<file path="config.mk">
export PLATFORM = sky130hd
export DESIGN_NAME = i2c_master_bit_engine_flat
export DESIGN_NICKNAME = d
export VERILOG_FILES = /design/src/hw/rtl/i2cm_pkg.sv /design/src/hw/rtl/i2cm_req_if.sv /design/src/hw/rtl/i2cm_res_if.sv /design/src/hw/rtl/i2c_master_bit_engine.sv /design/src/hw/rtl/i2cm_engine.sv /design/src/flat_wrapper.sv
export SDC_FILE = /design/constraint.sdc
export NUM_CORES = 1
export LEC_CHECK = 0
export BUFFER_PORTS_ARGS = -buffer_cell sky130_fd_sc_hd__buf_2
export CORE_ASPECT_RATIO = 1.5
export CORE_MARGIN = 10
export CORE_UTILIZATION = 40
export DETAILED_ROUTE_END_ITERATION = 6
export GPL_TIMING_DRIVEN = 0
export PLACE_DENSITY_LB_ADDON = 0.1
export SLEW_MARGIN = 20
export SYNTH_ARGS = -nofsm -noshare
export SYNTH_HDL_FRONTEND = slang
export SYNTH_HIERARCHICAL = 1
export SYNTH_SLANG_ARGS = --single-unit
</file>
<file path="constraint.sdc">
create_clock -name clk_i -period 5.4 [get_ports clk_i]
set_input_delay 0.81 -clock clk_i [delete_from_list [all_inputs] [get_ports clk_i]]
set_output_delay 0.81 -clock clk_i [all_outputs]
set_load 0.1 [all_outputs]
</file>
<file path="src/hw/rtl/i2cm_pkg.sv">
// Package of the I2C master bit engine: payload structs, request codes,
// bus phase encoding and default widths. Depends on nothing.
package i2cm_pkg;

  localparam int unsigned TICK_WIDTH_DEF  = 16;
  localparam int unsigned COUNT_WIDTH_DEF = 16;
  localparam int unsigned HP_WIDTH        = 16;
  localparam int unsigned HALF_PERIOD_RST = 5;

  typedef enum logic [1:0] {
    REQ_TICK  = 2'd0,
    REQ_WRITE = 2'd1,
    REQ_READ  = 2'd2,
    REQ_BYTE  = 2'd3
  } req_e;

  typedef enum logic [4:0] {
    PH_IDLE, PH_S0, PH_S1, PH_S2, PH_WH, PH_WL, PH_AK0, PH_AK1, PH_AK2,
    PH_WAIT, PH_R0, PH_RH, PH_RL, PH_R1, PH_MA0, PH_MA1, PH_MA2,
    PH_MN0, PH_MN1, PH_P0, PH_P1, PH_P2, PH_P3
  } phase_e;

  typedef struct packed {
    req_e        req_type;
    logic [6:0]  target_addr;
    logic [15:0] byte_count;
    logic        send_stop;
    logic [7:0]  wr_data;
    logic        sda_in;
  } req_t;

  typedef struct packed {
    logic       scl_out;
    logic       sda_out;
    logic       sda_drive;
    logic       busy_res;
    logic       need_byte;
    logic       read_valid;
    logic [7:0] read_data;
    logic       done_res;
    logic       failed;
  } res_t;

endpackage

</file>
<file path="src/hw/rtl/i2cm_req_if.sv">
// Request channel of the I2C master: valid/ready handshake with a req_t payload.
// Depends on i2cm_pkg.
interface i2cm_req_if import i2cm_pkg::*; ();
  logic valid;
  logic ready;
  req_t data;

  modport source (output valid, output data, input ready);
  modport sink (input valid, input data, output ready);
endinterface

</file>
<file path="src/hw/rtl/i2cm_res_if.sv">
// Result channel of the I2C master: valid/ready handshake with a res_t payload.
// Depends on i2cm_pkg.
interface i2cm_res_if import i2cm_pkg::*; ();
  logic valid;
  logic ready;
  res_t data;

  modport source (output valid, output data, input ready);
  modport sink (input valid, input data, output ready);
endinterface

</file>
<file path="src/hw/rtl/i2c_master_bit_engine.sv">
// Top level of the I2C master bit engine: input register, sequencer and
// result register. Depends on i2cm_pkg, i2cm_req_if, i2cm_res_if, i2cm_engine.
//
//   Channel   Direction  Payload  Meaning
//   req       in         req_t    one timing tick with an optional request
//   res       out        res_t    line levels and events after that tick
//   cfg       in         16 bits  half_period, written with cfg_we_i
//
// A transaction waits in the input register until the sequencer steps it, and
// its result then sits in the result register until res accepts it.
// One transaction is taken every cycle while the result side keeps up; the
// sequencer's state update between the two registers is the only loop.
// A stall on res holds the result register and then the input register.
// Reset (rst_ni low) puts the bus in the idle state with SCL and SDA high.
module i2c_master_bit_engine import i2cm_pkg::*; #(
  parameter int unsigned TICK_WIDTH  = TICK_WIDTH_DEF,
  parameter int unsigned COUNT_WIDTH = COUNT_WIDTH_DEF
) (
  input  logic                clk_i,
  input  logic                rst_ni,
  input  logic                cfg_we_i,
  input  logic [HP_WIDTH-1:0] cfg_wdata_i,
  i2cm_req_if.sink            req,
  i2cm_res_if.source          res
);

  logic in_vld_q, in_vld_d;
  req_t in_q;
  logic out_vld_q, out_vld_d;
  res_t out_q;
  res_t step_res;
  logic step;
  logic req_fire;

  assign step     = in_vld_q && (!out_vld_q || res.ready);
  assign req.ready = !in_vld_q || step;
  assign req_fire = req.valid && req.ready;

  always_comb begin
    in_vld_d = in_vld_q;
    if (req_fire) begin
      in_vld_d = 1'b1;
    end else if (step) begin
      in_vld_d = 1'b0;
    end
    out_vld_d = out_vld_q;
    if (step) begin
      out_vld_d = 1'b1;
    end else if (res.ready) begin
      out_vld_d = 1'b0;
    end
  end

  always_ff @(posedge clk_i or negedge rst_ni) begin
    if (!rst_ni) begin
      in_vld_q  <= 1'b0;
      out_vld_q <= 1'b0;
    end else begin
      in_vld_q  <= in_vld_d;
      out_vld_q <= out_vld_d;
    end
  end

  always_ff @(posedge clk_i) begin
    if (req_fire) begin
      in_q <= req.data;
    end
    if (step) begin
      out_q <= step_res;
    end
  end

  i2cm_engine #(
    .TICK_WIDTH  (TICK_WIDTH),
    .COUNT_WIDTH (COUNT_WIDTH)
  ) u_engine (
    .clk_i       (clk_i),
    .rst_ni      (rst_ni),
    .cfg_we_i    (cfg_we_i),
    .cfg_wdata_i (cfg_wdata_i),
    .step_i      (step),
    .item_i      (in_q),
    .res_o       (step_res)
  );

  assign res.valid = out_vld_q;
  assign res.data  = out_q;

endmodule

</file>
<file path="src/hw/rtl/i2cm_engine.sv">
// Bus phase sequencer of the I2C master: state registers, the half period
// register and the combinational next-state and result logic. Uses i2cm_pkg.
module i2cm_engine import i2cm_pkg::*; #(
  parameter int unsigned TICK_WIDTH  = TICK_WIDTH_DEF,
  parameter int unsigned COUNT_WIDTH = COUNT_WIDTH_DEF
) (
  input  logic                clk_i,
  input  logic                rst_ni,
  input  logic                cfg_we_i,
  input  logic [HP_WIDTH-1:0] cfg_wdata_i,
  input  logic                step_i,
  input  req_t                item_i,
  output res_t                res_o
);

  localparam int unsigned WIDE = (TICK_WIDTH > HP_WIDTH) ? TICK_WIDTH : HP_WIDTH;

  phase_e                 phase_q, phase_d;
  logic [TICK_WIDTH-1:0]  tick_q, tick_d;
  logic [TICK_WIDTH-1:0]  hp_q, hp_d;
  logic [2:0]             bit_q, bit_d;
  logic [7:0]             shift_q, shift_d;
  logic [COUNT_WIDTH-1:0] left_q, left_d;
  logic                   is_read_q, is_read_d;
  logic                   stop_q, stop_d;
  logic                   scl_q, scl_d;
  logic                   sda_q, sda_d;
  logic                   drv_q, drv_d;
  logic                   nack_q, nack_d;

  logic                   ev_valid;
  logic [7:0]             ev_data;
  logic                   ev_done;
  logic                   ev_failed;
  logic [WIDE-1:0]        hp_wide;

  // The phase length is clamped once, when the register is written.
  always_comb begin
    hp_wide = WIDE'(cfg_wdata_i);
    if (hp_wide == '0) begin
      hp_d = TICK_WIDTH'(1);
    end else if (hp_wide > WIDE'({TICK_WIDTH{1'b1}})) begin
      hp_d = {TICK_WIDTH{1'b1}};
    end else begin
      hp_d = TICK_WIDTH'(hp_wide);
    end
  end

  always_ff @(posedge clk_i or negedge rst_ni) begin
    if (!rst_ni) begin
      hp_q      <= TICK_WIDTH'(HALF_PERIOD_RST);
      phase_q   <= PH_IDLE;
      tick_q    <= '0;
      bit_q     <= '0;
      shift_q   <= '0;
      left_q    <= '0;
      is_read_q <= 1'b0;
      stop_q    <= 1'b0;
      scl_q     <= 1'b1;
      sda_q     <= 1'b1;
      drv_q     <= 1'b1;
      nack_q    <= 1'b0;
    end else begin
      if (cfg_we_i) begin
        hp_q <= hp_d;
      end
      if (step_i) begin
        phase_q   <= phase_d;
        tick_q    <= tick_d;
        bit_q     <= bit_d;
        shift_q   <= shift_d;
        left_q    <= left_d;
        is_read_q <= is_read_d;
        stop_q    <= stop_d;
        scl_q     <= scl_d;
        sda_q     <= sda_d;
        drv_q     <= drv_d;
        nack_q    <= nack_d;
      end
    end
  end

  always_comb begin
    logic go_stop;
    logic go_read;
    logic go_send;
    logic go_finish;

    phase_d   = phase_q;
    tick_d    = tick_q;
    bit_d     = bit_q;
    shift_d   = shift_q;
    left_d    = left_q;
    is_read_d = is_read_q;
    stop_d    = stop_q;
    scl_d     = scl_q;
    sda_d     = sda_q;
    drv_d     = drv_q;
    nack_d    = nack_q;
    ev_valid  = 1'b0;
    ev_data   = '0;
    ev_done   = 1'b0;
    ev_failed = 1'b0;
    go_stop   = 1'b0;
    go_read   = 1'b0;
    go_send   = 1'b0;
    go_finish = 1'b0;

    if (phase_q == PH_IDLE) begin
      if (item_i.req_type == REQ_WRITE || item_i.req_type == REQ_READ) begin
        is_read_d = (item_i.req_type == REQ_READ);
        shift_d   = {item_i.target_addr, item_i.req_type == REQ_READ};
        left_d    = COUNT_WIDTH'(item_i.byte_count);
        stop_d    = item_i.send_stop;
        nack_d    = 1'b0;
        bit_d     = '0;
        scl_d     = 1'b1;
        sda_d     = 1'b1;
        drv_d     = 1'b1;
        phase_d   = PH_S0;
        tick_d    = hp_q;
      end
    end else if (phase_q == PH_WAIT) begin
      if (item_i.req_type == REQ_BYTE) begin
        left_d  = left_q - COUNT_WIDTH'(1);
        shift_d = item_i.wr_data;
        bit_d   = '0;
        go_send = 1'b1;
      end
    end else if (tick_q <= TICK_WIDTH'(1)) begin
      // The current phase has run its course: move to the next one.
      tick_d = hp_q;
      unique case (phase_q)
        PH_S0: begin
          sda_d = 1'b0;
          phase_d = PH_S1;
        end
        PH_S1: begin
          scl_d = 1'b0;
          phase_d = PH_S2;
        end
        PH_S2: begin
          bit_d = '0;
          go_send = 1'b1;
        end
        PH_WH: begin
          scl_d = 1'b0;
          if (bit_q == 3'd7) begin
            sda_d = 1'b1;
          end
          shift_d = {shift_q[6:0], 1'b0};
          phase_d = PH_WL;
        end
        PH_WL: begin
          if (bit_q == 3'd7) begin
            sda_d = 1'b1;
            drv_d = 1'b0;
            phase_d = PH_AK0;
          end else begin
            bit_d = bit_q + 3'd1;
            go_send = 1'b1;
          end
        end
        PH_AK0: begin
          scl_d = 1'b1;
          phase_d = PH_AK1;
        end
        PH_AK1: begin
          nack_d = item_i.sda_in;
          scl_d = 1'b0;
          drv_d = 1'b1;
          phase_d = PH_AK2;
        end
        PH_AK2: begin
          if (nack_q) begin
            go_stop = 1'b1;
          end else if (is_read_q) begin
            if (left_q != '0) begin
              go_read = 1'b1;
            end else begin
              go_stop = 1'b1;
            end
          end else if (left_q != '0) begin
            phase_d = PH_WAIT;
            tick_d = '0;
          end else if (stop_q) begin
            go_stop = 1'b1;
          end else begin
            go_finish = 1'b1;
          end
        end
        PH_R0: begin
          bit_d = '0;
          scl_d = 1'b1;
          phase_d = PH_RH;
        end
        PH_RH: begin
          shift_d = {shift_q[6:0], item_i.sda_in};
          scl_d = 1'b0;
          if (bit_q == 3'd7) begin
            ev_valid = 1'b1;
            ev_data = {shift_q[6:0], item_i.sda_in};
          end
          phase_d = PH_RL;
        end
        PH_RL: begin
          if (bit_q == 3'd7) begin
            drv_d = 1'b1;
            phase_d = PH_R1;
          end else begin
            bit_d = bit_q + 3'd1;
            scl_d = 1'b1;
            phase_d = PH_RH;
          end
        end
        PH_R1: begin
          // The master acknowledges every byte but the last.
          if (left_q != '0) begin
            sda_d = 1'b0;
            phase_d = PH_MA0;
          end else begin
            sda_d = 1'b1;
            phase_d = PH_MN0;
          end
        end
        PH_MA0: begin
          scl_d = 1'b1;
          phase_d = PH_MA1;
        end
        PH_MA1: begin
          scl_d = 1'b0;
          phase_d = PH_MA2;
        end
        PH_MA2: begin
          sda_d = 1'b1;
          if (left_q != '0) begin
            go_read = 1'b1;
          end else begin
            go_stop = 1'b1;
          end
        end
        PH_MN0: begin
          scl_d = 1'b1;
          phase_d = PH_MN1;
        end
        PH_MN1: begin
          scl_d = 1'b0;
          go_stop = 1'b1;
        end
        PH_P0: begin
          sda_d = 1'b0;
          phase_d = PH_P1;
        end
        PH_P1: begin
          scl_d = 1'b1;
          phase_d = PH_P2;
        end
        PH_P2: begin
          sda_d = 1'b1;
          phase_d = PH_P3;
        end
        PH_P3: begin
          go_finish = 1'b1;
        end
        default: begin
          phase_d = PH_IDLE;
          tick_d = '0;
        end
      endcase
    end else begin
      tick_d = tick_q - TICK_WIDTH'(1);
    end

    if (go_send) begin
      sda_d = shift_d[7];
      scl_d = 1'b1;
      phase_d = PH_WH;
      tick_d = hp_q;
    end
    if (go_read) begin
      left_d = left_q - COUNT_WIDTH'(1);
      drv_d = 1'b0;
      phase_d = PH_R0;
    end
    if (go_stop) begin
      scl_d = 1'b0;
      drv_d = 1'b1;
      phase_d = PH_P0;
    end
    if (go_finish) begin
      phase_d = PH_IDLE;
      tick_d = '0;
      ev_done = 1'b1;
      ev_failed = nack_q;
    end
  end

  always_comb begin
    res_o.scl_out    = scl_d;
    res_o.sda_out    = sda_d;
    res_o.sda_drive  = drv_d;
    res_o.busy_res   = (phase_d != PH_IDLE);
    res_o.need_byte  = (phase_d == PH_WAIT);
    res_o.read_valid = ev_valid;
    res_o.read_data  = ev_data;
    res_o.done_res   = ev_done;
    res_o.failed     = ev_failed;
  end

endmodule

</file>
<file path="src/flat_wrapper.sv">
// flat-port wrapper written by rule: the top's interface ports become plain ports
module i2c_master_bit_engine_flat import i2cm_pkg::*;
#(
  parameter int unsigned TICK_WIDTH  = TICK_WIDTH_DEF,
  parameter int unsigned COUNT_WIDTH = COUNT_WIDTH_DEF
)
  (clk_i, rst_ni, cfg_we_i, cfg_wdata_i, req_valid, req_data, req_ready, res_valid, res_data, res_ready);
  i2cm_req_if req_i ();
  i2cm_res_if res_i ();
  input  logic clk_i;
  input  logic rst_ni;
  input  logic cfg_we_i;
  input  logic [HP_WIDTH-1:0] cfg_wdata_i;
  input wire logic [$bits(req_i.valid)-1:0] req_valid;
  input wire logic [$bits(req_i.data)-1:0] req_data;
  output wire logic [$bits(req_i.ready)-1:0] req_ready;
  output wire logic [$bits(res_i.valid)-1:0] res_valid;
  output wire logic [$bits(res_i.data)-1:0] res_data;
  input wire logic [$bits(res_i.ready)-1:0] res_ready;
  assign req_i.valid = req_valid;
  assign req_i.data = req_data;
  assign req_ready = req_i.ready;
  assign res_valid = res_i.valid;
  assign res_data = res_i.data;
  assign res_i.ready = res_ready;
  i2c_master_bit_engine #(.TICK_WIDTH(TICK_WIDTH), .COUNT_WIDTH(COUNT_WIDTH)) u_core (.clk_i(clk_i), .rst_ni(rst_ni), .cfg_we_i(cfg_we_i), .cfg_wdata_i(cfg_wdata_i), .req(req_i), .res(res_i));
endmodule
</file>
======== Word-level counts from Yosys, hierarchy flattened ========
Index checks and enable logic that the tools add are counted.
operators by class
  bitwise operators ....................... 3
  reduce and logical (&&, ||, !) cells .... 37
  add/sub/neg operators ................... 3
  order comparisons ....................... 2
  eq/ne operators ......................... 34
  muxes and demuxes ....................... 110
operators by type and width
  operator                                                                            count
  16-bit 2-to-1 mux                                                                   16
  5-bit case mux with 18 select lines                                                 1
  5-bit 2-to-1 mux                                                                    13
  1-bit 2-to-1 mux                                                                    58
  5-bit by 4-bit equality test with 1-bit output (second input constant)              9
  8-bit 2-to-1 mux                                                                    5
  5-bit equality test (second input constant)                                         7
  16-bit case mux with 2 select lines                                                 1
  16-bit by 1-bit subtractor with 16-bit output (second input constant)               2
  3-bit 2-to-1 mux                                                                    7
  5-bit by 3-bit equality test with 1-bit output (second input constant)              4
  20-bit OR reduction                                                                 1
  16-bit greater-than comparator (second input constant)                              1
  16-bit by 1-bit less-or-equal comparator with 1-bit output (second input constant)  1
  16-bit logical NOT                                                                  1
  8-bit case mux with 2 select lines                                                  1
  16-bit nonzero test                                                                 1
  5-bit by 2-bit equality test with 1-bit output (second input constant)              2
  5-bit AND reduction                                                                 2
  2-bit OR reduction                                                                  5
  5-bit OR reduction                                                                  2
  1-bit case mux with 3 select lines                                                  3
  3-bit nonzero test                                                                  3
  2-bit nonzero test                                                                  4
  other kinds (27)                                                                    39
word-level totals
  flip-flop bits (word level) ............. 123
  bits of input ports ..................... 56
  output and inout port bits .............. 18

======== Longest topological paths before layout ========
  word-level depth ........................ 13
  depth in mapped cells ................... 11

======== Hierarchy ========
Netlist, hierarchy kept.
by module, submodules not included
  module                 area an instance (µm²)  cells an instance  instances  sequential area each (µm²)
  i2cm_engine            5073.6                  599                1          1757.9
  i2c_master_bit_engine  1635.3                  59                 1          1581.5

======== Least setup slack after synthesis ========
Ideal clock, no wire load.
  kind .................................... reg2reg
  start point ............................. reg u_core.out_vld_q (netlist: u_core/res.valid)
  end point ............................... reg u_core.u_engine.tick_q[5]
  path buffers ............................ 1
  period minus slack after synthesis ...... 2.859 ns
  library setup time ...................... 0.126 ns
  arrival time ............................ 2.733 ns
  stages on the path, launching flop included .. 8
  required time ........................... 5.274 ns
  path slack .............................. 2.541 ns
  cells stage by stage .................... dfrtp_1 nand2b_1 and2_1 nand2_1 nor2_1 clkbuf_1 o21ai_0 a221o_1
between the ends
  longest elaborated chain between the ends .. 4
RTL lines
  element                               line                         text
  start: declaration                    i2c_master_bit_engine.sv:29  logic out_vld_q, out_vld_d;
  start signal: assignment              i2c_master_bit_engine.sv:60  out_vld_q <= out_vld_d;
  1-bit logical NOT                     i2c_master_bit_engine.sv:35  assign step = in_vld_q && (!out_vld_q || res.ready);
  1-bit logical OR                      i2c_master_bit_engine.sv:35
  1-bit logical AND                     i2c_master_bit_engine.sv:35
  3-bit AND reduction (no source line)  -
  end signal: assignment                i2cm_engine.sv:69            tick_q <= tick_d;
  end: declaration                      i2cm_engine.sv:19            logic [TICK_WIDTH-1:0] tick_q, tick_d;
Every way passes these cells.
A chain may end at the register's enable or synchronous reset.

==> qor.yml <==
outcome:
  outcome: "complete, no violations"
finish:
  design_area_mm2: 0.00793
  final_cells: 969
  nets: 814
  antennaDiodeCount: 0
  fin_util_pct: 48.6
  layout_commonest_cell: "buf_2"
  area_growth_pct: 18.2
  drive_gt1_share_pct: 23.9
  final_cell_mix: "buf_2, dfrtp_1, nor2_1, o21ai_0, edfxtp_1"
  nFillCells: 1510
timing:
  slew_violations: 0
  post-route-period-util_pct: 62.1
  max_freq_mhz: 298
  fin_skew_ps: 10.3
  setup_tns_ps: 0
  relSlewSlack_pct: 32.4
  rsz0062_at_grt: "false"
  final.min_clock_period_ps: 3360
  tightest_slew_ps: 1010
  hold_violations: 0
  setup_viol: 0
floorplan:
  boundaryPins: 74
  fp.dieH_um: 179
  row_count: 57
  core_area_mm2: 0.0163
  die_area_mm2: 0.0225
  dieWidth_um: 126
  start_util_pct: 41.1
worst_setup_path:
  cp.arrival_ps: 3500
  worstSetupPathType: "reg -> reg"
  required_ps: 5550
  critPathMaxFanout: 8
  start_kind: "flip-flop"
  end_kind: "flip-flop"
placed_design:
  dpl.hpwl_mm: 15.3
  port_buffers: 72
  place_area_mm2: 0.00736
  gp_routability_congestion: 0.937
  dp_cells: 937
cts:
  clock-sinks: 123
  htree_levels: 4
  holdBufCountCts: 0
  cts_buffers: 17
  cts.path.max_buffers: 2
  clk_root_buffer_cell: "clkbuf_16"
  clkTransAtPathRegs_ps: 70
  cts_tree: "yes"
  post_cts_buffers: 0
  insertion_delay_ps: 410
  cts_resized: 0
yosys:
  synth_area_leaders: "dfrtp_1, edfxtp_1, o21ai_0"
  yosys_warnings: 6
  ys_types: 83
  synth_nets: 722
  syn_inst: 658
  yosysTopAreaCellShare_pct: 25.0
  syn_area_mm2: 0.00671
  synth_edf_count: 51
  synth-seq-cells: 123
  yosysTopAreaCell: "dfrtp_1"
  seq_area_frac_synth_pct: 49.8
  avgSynthCellArea_um2: 10.2
  ys.flop_type: "dfrtp_1"
  async_flop_share_pct: 58.5
global_route:
  grt_max_degree: 53
  antenna_found_initial: 0
  grt_pass1_vias: 5939
  grt_use_total_pct: 18.3
  gr-total-overflow: 0
  grt_pass1_wl_mm: 33.0
route:
  wl_per_cell_um: 21.4
  drt_iter0_markers: 508
  route.vias.total: 5702
  ant_nets: 0
  drc: 0
  firstDrtPassIters: 5
  drt-total-wl_mm: 20.7
  vias_per_cell: 5.88
run:
  cap_viol_max_count: 0
power:
  p_per_area_mw_per_mm2: 361
  leakagePower_nw: 3.17
  ir_worst_vdd_uv: 211
  power_w: 0.00286
worst_hold_path:
  hp-class: "in -> async"
[critical path: stages (launching register included)]
cell       delay (ps)
dfrtp_1           390
ha_1              210
ha_1              330
or3b_1            460
a2111oi_2         590
a21oi_1           250
o211ai_2          140
a21oi_1            80
o21bai_1          180
nor4_1            480
[cells by family after synthesis]
logic type / Yosys count / share of synthesized area [%]
multiplexers: 23 / 3.79
AO/OA/AOI/OAI: 198 / 19.9
flip-flops: 123 / 49.8
AND/OR/NAND/NOR: 250 / 20.8
XOR/XNOR: 2 / 0.261
adder cells (fa/ha/maj): 8 / 1.49
buffers and inverters: 54 / 3.95
[stage by stage]
| step | hold slack (ps) | worst slack (ps) |
|---|---|---|
| 4_1_cts | 298 | 2140 |
| 3_5_place_dp | 480 | 1700 |
| 3_3_place_gp | 466 | 1740 |
| 2_1_floorplan | 455 | 2540 |
| 6_report | 305 | 2040 |
| 5_1_grt | 302 | 1960 |
[sequential cells by signal (all words and copies together), names as in the netlist, 3 cells and up]
| signal | cells |
|---|---|
| u_core/in_q | 35 |
| u_core/res.data | 16 |
| u_core/u_engine/hp_q | 16 |
| u_core/u_engine/left_q | 16 |
| u_core/u_engine/tick_q | 16 |
| u_core/u_engine/shift_q | 8 |
| u_core/u_engine/phase_q | 5 |
| u_core/u_engine/bit_q | 3 |
[power breakdown]
group / switching (W) / internal [W] / leakage (nW)
clock network: 0.000492 / 0.000613 / 0.273
logic: 0.000376 / 0.000211 / 1.53
registers: 0.0000929 / 0.00108 / 1.37
[Yosys cell counts, types with 7 or more instances]
| cell | count |
|---|---|
| a21oi_1 | 40 |
| nor3_1 | 24 |
| nor2b_1 | 7 |
| buf_2 | 14 |
| nor2_1 | 56 |
| nor4_1 | 13 |
| nand3_1 | 18 |
| o21ai_0 | 56 |
| edfxtp_1 | 51 |
| buf_4 | 8 |
| and2_1 | 15 |
| clkbuf_1 | 13 |
| nand2b_1 | 14 |
| a21o_1 | 8 |
| inv_1 | 14 |
| mux2_2 | 19 |
| a31oi_1 | 13 |
| nand2_1 | 46 |
| ha_1 | 8 |
| a221o_1 | 16 |
| dfrtp_1 | 67 |
| a22o_1 | 8 |
[worst paths after layout]
kind                                                 startpoint                                     to  slack [ps]  cells past startpoint
max                        u_core/u_engine/bit_q[0]$_DFFE_PN0P_          u_core/res.data[11]$_DFFE_PP_        2040                      9
min                                                      rst_ni  u_core/u_engine/left_q[8]$_DFFE_PN0P_         300                      1
max reg2reg                u_core/u_engine/bit_q[0]$_DFFE_PN0P_          u_core/res.data[11]$_DFFE_PP_        2040                      9
min reg2reg                u_core/u_engine/bit_q[0]$_DFFE_PN0P_   u_core/u_engine/bit_q[0]$_DFFE_PN0P_         490                      1
max in group asynchronous                                rst_ni    u_core/u_engine/hp_q[0]$_DFFE_PN1P_        4460                      2
min in group clk_i         u_core/u_engine/bit_q[0]$_DFFE_PN0P_   u_core/u_engine/bit_q[0]$_DFFE_PN0P_         490                      1
[metal layers]
metal	GRT usage (%)	routed length [um]	vias up
met5	0	0	-
li1	-	-	2686
met2	32.5	10800	212
met4	7.66	681	0
met3	3.62	968	43
met1	21.1	8300	2761
[area by class of cell]
type                       instances  area [um^2]  area share (%)
buffer                            40          213            2.68
clock buffer                      17          425            5.36
clock inverter                    15          150            1.89
inverter                          14         52.6           0.662
multi-input combinational        481         3100            39.1
sequential                       123         3340            42.1
tap                              206          258            3.25
timing repair buffer              73          390            4.92
(Power assumes the default switching activity.)
